### src/rtl/hpt_pkg.sv
`default_nettype none
package hpt_pkg;

   localparam int DataWidth  = 32;
   localparam int FracBits   = 16;
   localparam int Entries    = 16;
   localparam int IndexWidth = 4;
   localparam int Lanes      = 3;
   localparam int AccWidth   = 2 * DataWidth + 2;
   localparam int NumWidth   = AccWidth + FracBits;
   localparam int QuoBits    = DataWidth;
   localparam int DshWidth   = AccWidth + QuoBits - 1;
   localparam int CmpWidth   = AccWidth + QuoBits;
   localparam int PlainWidth = AccWidth - FracBits;

   typedef enum logic {
      FUNC_WRITE = 1'b0,
      FUNC_XFORM = 1'b1
   } func_type;

   typedef logic signed [DataWidth-1:0] data_type;
   typedef logic signed [AccWidth-1:0]  acc_type;

   localparam data_type DataMax = {1'b0, {(DataWidth-1){1'b1}}};
   localparam data_type DataMin = {1'b1, {(DataWidth-1){1'b0}}};
   localparam data_type OneF    = data_type'(1) <<< FracBits;
   localparam acc_type  OneW    = acc_type'(1) <<< (2 * FracBits);

   typedef struct packed {
      logic [NumWidth-1:0] rem;
      logic [QuoBits-1:0]  quo;
      logic                neg;
      logic                ovf;
   } div_lane_type;

   typedef struct packed {
      div_lane_type [Lanes-1:0]  lane;
      logic [DshWidth-1:0]       dsh;
      logic                      divided;
      logic [Lanes-1:0][DataWidth-1:0] plain;
      logic [Lanes-1:0]          plain_sat;
   } div_item_type;

   function automatic data_type identity_entry(input logic [IndexWidth-1:0] idx);
      return (idx[1:0] == idx[3:2]) ? OneF : '0;
   endfunction

   // {saturated, value} of acc >>> FracBits clamped to the data range
   function automatic logic [DataWidth:0] fit_plain(input acc_type a);
      logic [PlainWidth-1:0] v;
      logic [PlainWidth-DataWidth:0] top;
      v   = a[AccWidth-1:FracBits];
      top = v[PlainWidth-1:DataWidth-1];
      if ((&top) || !(|top)) begin
         return {1'b0, v[DataWidth-1:0]};
      end else if (v[PlainWidth-1]) begin
         return {1'b1, DataMin};
      end else begin
         return {1'b1, DataMax};
      end
   endfunction

   // {saturated, value} of a signed quotient given as magnitude and sign
   function automatic logic [DataWidth:0] fit_quo(input div_lane_type l);
      logic big;
      big = l.ovf || (l.neg ? (l.quo > {1'b1, {(QuoBits-1){1'b0}}}) : l.quo[QuoBits-1]);
      if (big) begin
         return {1'b1, (l.neg ? DataMin : DataMax)};
      end else begin
         return {1'b0, (l.neg ? (~l.quo + 1'b1) : l.quo)};
      end
   endfunction

endpackage
`default_nettype wire

### src/rtl/hpt_div_step.sv
`default_nettype none
module hpt_div_step (
   input  wire                   clock,
   input  wire                   reset,
   input  wire                   in_valid,
   output logic                  in_ready,
   input  hpt_pkg::div_item_type in_item,
   output logic                  out_valid,
   input  wire                   out_ready,
   output hpt_pkg::div_item_type out_item
);
   import hpt_pkg::*;

   logic         valid_ff;
   div_item_type item_ff, item_in;

   assign in_ready = !valid_ff || out_ready;

   // one restoring step per lane against the shared shifted divisor
   always_comb begin
      item_in = in_item;
      for (int l = 0; l < Lanes; l++) begin
         if (DshWidth'(in_item.lane[l].rem) >= in_item.dsh) begin
            item_in.lane[l].rem = in_item.lane[l].rem - in_item.dsh[NumWidth-1:0];
            item_in.lane[l].quo = {in_item.lane[l].quo[QuoBits-2:0], 1'b1};
         end else begin
            item_in.lane[l].quo = {in_item.lane[l].quo[QuoBits-2:0], 1'b0};
         end
      end
      item_in.dsh = in_item.dsh >> 1;
   end

   always_ff @(posedge clock) begin
      if (reset) begin
         valid_ff <= 1'b0;
      end else if (in_ready) begin
         valid_ff <= in_valid;
      end
   end

   always_ff @(posedge clock) begin
      if (in_ready) item_ff <= item_in;
   end

   assign out_valid = valid_ff;
   assign out_item  = item_ff;

endmodule
`default_nettype wire

### config.mk
export PLATFORM = sky130hd
export DESIGN_NAME = hpt_div_step
export DESIGN_NICKNAME = d
export VERILOG_FILES = /design/src/rtl/hpt_pkg.sv /design/src/rtl/hpt_div_step.sv
export SDC_FILE = /design/constraint.sdc
export NUM_CORES = 1
export LEC_CHECK = 0
export ABC_AREA = 0
export BUFFER_PORTS_ARGS = -buffer_cell sky130_fd_sc_hd__clkbuf_2
export CAP_MARGIN = 20
export CORE_AREA = 8 8 417 419
export CTS_CLUSTER_SIZE = 14
export DETAILED_ROUTE_END_ITERATION = 8
export DIE_AREA = 0 0 425 427
export SLEW_MARGIN = 25
export SYNTH_ARGS = -nofsm -noshare
export SYNTH_HDL_FRONTEND = slang
export SYNTH_SLANG_ARGS = --single-unit
### constraint.sdc
create_clock -name clock -period 22.2 [get_ports clock]
set_clock_uncertainty 0.2 [all_clocks]
set_input_delay 1.11 -clock clock [delete_from_list [all_inputs] [get_ports clock]]
set_output_delay 1.11 -clock clock [all_outputs]
set_load 0.005 [all_outputs]
# Word-level counts from Yosys, hierarchy flattened
# Index checks and enable logic that the tools add are counted.
# word_totals
ff_bits	545
out_inout_bits	547
wordCells	33
# op_classes
n_addsub	3
magnitude_cmp	3
muxes	6
reduce_logical	2
# ops
operator	count
>= comparator 82 x 97 -> 1 bit	3
two-way mux 82 bit	3
subtractor 82 bit	3
two-way mux 1 bit	3
zero test 1 bit	1
logical OR 1 bit	1

# Logic depth before layout (Yosys ltp)
# depth
word_depth	2
depth_mapped	17
mapped_depth_nobuf	15

# Worst setup path before layout
# OpenSTA, ideal clock, no wires.
# synth_path
path_type	input-to-output
start	in out_ready
end	out in_ready
t_arrival_ns	14.119
t_required_ns	20.890
path_slack_ns	6.771
stages	1
path_buffers	0
cell_sequence	nand2b_1
# synth_between
elab_chain_cells	1
# synth_lines
element	line_no	text
start, declared	hpt_div_step.sv:9	input wire out_ready,
logical OR 1 bit	hpt_div_step.sv:17	assign in_ready = !valid_ff || out_ready;
end, declared	hpt_div_step.sv:6	output logic in_ready,
# Every way passes these cells.

==> impl_metrics.json <==
{
  "place_area_um2": 42400,
  "drcViolationCount": 0,
  "vias": 33131,
  "antenna_found_initial": 53,
  "die_x_um": 425,
  "post_cts_resize_count": 0,
  "synth.distinct_cells": 84,
  "worst_pin_slew_ps": 1060,
  "drive_above_1_share_pct": 27.4,
  "core-area_um2": 168000,
  "htreeDepth": 3,
  "cts.path.max_buffers": 3,
  "slew_violations": 0,
  "crit_type": "in -> reg",
  "fin_setup_tns_ps": 0,
  "grt_max_degree": 90,
  "setup_viol_count_final": 0,
  "cts_tree": "built",
  "path_clk_slew_ps": 60,
  "met2WireLength_mm": 103,
  "drtIter0Drc": 2689,
  "wl_per_cell_um": 28.4,
  "total_power_uw": 3180,
  "holdWs_ps": 382,
  "regArea_um2": 16400,
  "synth-seq-area-share_pct": 47.1,
  "cts_root_buf": "clkbuf_16",
  "reg2reg_from": "out_valid",
  "final_area_um2": 44700,
  "final.fill_count": 18043,
  "layout.nets": 5347,
  "final_cells": 6844,
  "multi_input_area_um2": 17000,
  "grt_pass1_vias": 32687,
  "max_freq_mhz": 151,
  "gr-total-overflow": 0,
  "r2r_slack_ps": 18180,
  "layout_min_cycle_time_ps": 6610,
  "die-area_um2": 181000,
  "die_y_um": 427,
  "dr.pass1.iters": 5,
  "routedLengthMet1_mm": 66.8,
  "synth_cells": 3547,
  "start_kind": "input port",
  "slew_headroom_pct": 29.0,
  "synth_edf_count": 544,
  "synth_area_leaders": "edfxtp_1, ha_1, nand2_1, o21ai_0, a21oi_1",
  "synth_warnings": 0,
  "worst_setup_path_end_kind": "register",
  "place_inst": 6694,
  "synth_area_leader_cell": "edfxtp_1",
  "yosys.area.top_type_share_pct": 47.0,
  "grt_usage_pct": 20.0,
  "postSynthAreaPerCell_um2": 9.79,
  "grt_first_pass_wirelength_mm": 258,
  "post-route-period-util_pct": 29.8,
  "ys_ff_latch": 545,
  "place_congestion": 0.951,
  "start_util_pct": 20.7,
  "cts_hold_buf": 0,
  "ys.flop_type": "edfxtp_1",
  "min_to": "out_valid",
  "ir_drop_mv": 0.0500,
  "p_leak_uw": 0.0198,
  "wl_mm": 194,
  "holdCritPathClass": "in -> reg",
  "arrival_ps": 6740,
  "async_flop_share_pct": 0,
  "worstSkewPairLatency_ps": 670,
  "portBuffers": 1091,
  "met3WireLength_mm": 10.9,
  "outcome": "finished, final reports clean",
  "clock_sinks": 545,
  "syn_area_um2": 34700,
  "synth_common_cells": "edfxtp_1, nand2_1, o21ai_0",
  "rows": 151,
  "hold_path_depth": 2,
  "synth_most_common_cell": "edfxtp_1",
  "max_cap_viol_count": 0,
  "rr_endpoint": "out_item[187]",
  "highest_layer": "met5",
  "area_growth_pct": 28.7,
  "hpwl_mm": 166,
  "rr_worst_depth": 4,
  "required_ps": 22330,
  "cp_max_fo": 77,
  "ioPinCount": 1096,
  "synth_nets": 4345,
  "cts_made_buffers": 71,
  "p_per_area_nw_per_um2": 71.1,
  "postCtsSetupBuffers": 0,
  "rsz0062_at_grt": "no",
  "antenna_left": 0,
  "via_per_inst": 4.84,
  "worstHoldStart": "reset",
  "hold_viol": 0
}
[cells by family (layout without fill, tap and decap cells)]
kind of cell             count (synthesis)  in the layout  synth area share, %
flip-flops                             545            545                 47.1
buffers and inverters                  346           1400                 4.03
XOR/XNOR                               228            228                 5.75
adder cells (fa/ha/maj)                249            249                 9.04
AND/OR/NAND/NOR                        987            987                 13.0
multiplexers                            17             17                0.551
AO/OA/AOI/OAI                         1174           1174                 20.5
other                                    1             26               0.0108
[registers in the layout, summed over array words and instances (netlist names)]
name,count
out_valid,1
out_item,544
[per-layer routing]
metal | vias up | global-route usage (%)
li1 | 15204 | -
met2 | 1387 | 37.7
met1 | 16168 | 20.3
met5 | - | 0
met3 | 364 | 3.40
met4 | 8 | 12.9
[stage by stage]
| stage | setup WS (ps) | utilization (%) |
|---|---|---|
| 3_3_place_gp | 15010 | 25.2 |
| 3_5_place_dp | 14950 | 25.2 |
| 4_1_cts | 15680 | 26.6 |
| 6_report | 15590 | 26.6 |
| 5_1_grt | 15290 | 26.6 |
| 2_1_floorplan | 6770 | - |
[placed cells by master (no fill, tap or decap), types with 93 or more instances in the layout]
master | Yosys | layout
nor2_1 | 167 | 167
o21ai_0 | 345 | 344
xnor2_1 | 135 | 135
nand2_1 | 483 | 483
ha_1 | 246 | 246
xor2_1 | 93 | 93
edfxtp_1 | 544 | 544
a21oi_1 | 327 | 327
nand4_1 | 107 | 107
a21o_1 | 140 | 140
clkbuf_2 | 2 | 1091
inv_1 | 162 | 162
[where the power goes]
group          switching (uW)  leakage (uW)  total [uW]  internal [uW]
combinational             498        0.0131         775            277
clock                     505       0.00110        1160            655
sequential               29.3       0.00565        1240           1210
total                    1030        0.0198        3180           2150
[layout make-up]
class,instances,share of cell area (%)
multi-input combinational,2656,38.0
inverter,162,1.36
sequential,545,36.6
clock inverter,41,0.893
timing repair buffer,1113,12.6
clock buffer,84,4.18
antenna,25,0.140
tap,2218,6.21
[worst max-delay path, stage by stage]
cell,delay [ps]
clkbuf_2,110
inv_1,430
ha_1,360
nor2b_1,150
nor2_1,170
o311ai_1,130
buf_4,190
o2111ai_1,410
a31oi_1,210
or2_2,400
o21ai_2,310
nor3_2,110
a211oi_4,840
buf_4,560
buf_4,700
o21ai_0,380
[worst max path at each step]
stage | start | slack [ps] | end
after floorplan | out_ready | 6770 | in_ready
after global placement | in_item[101] | 15010 | out_item[471]
after detailed placement | in_item[101] | 14950 | out_item[471]
after CTS | in_item[101] | 15680 | out_item[471]
after global routing | in_item[101] | 15290 | out_item[494]
final | in_item[101] | 15590 | out_item[471]
Note: power is estimated with default switching activity, not from simulation.
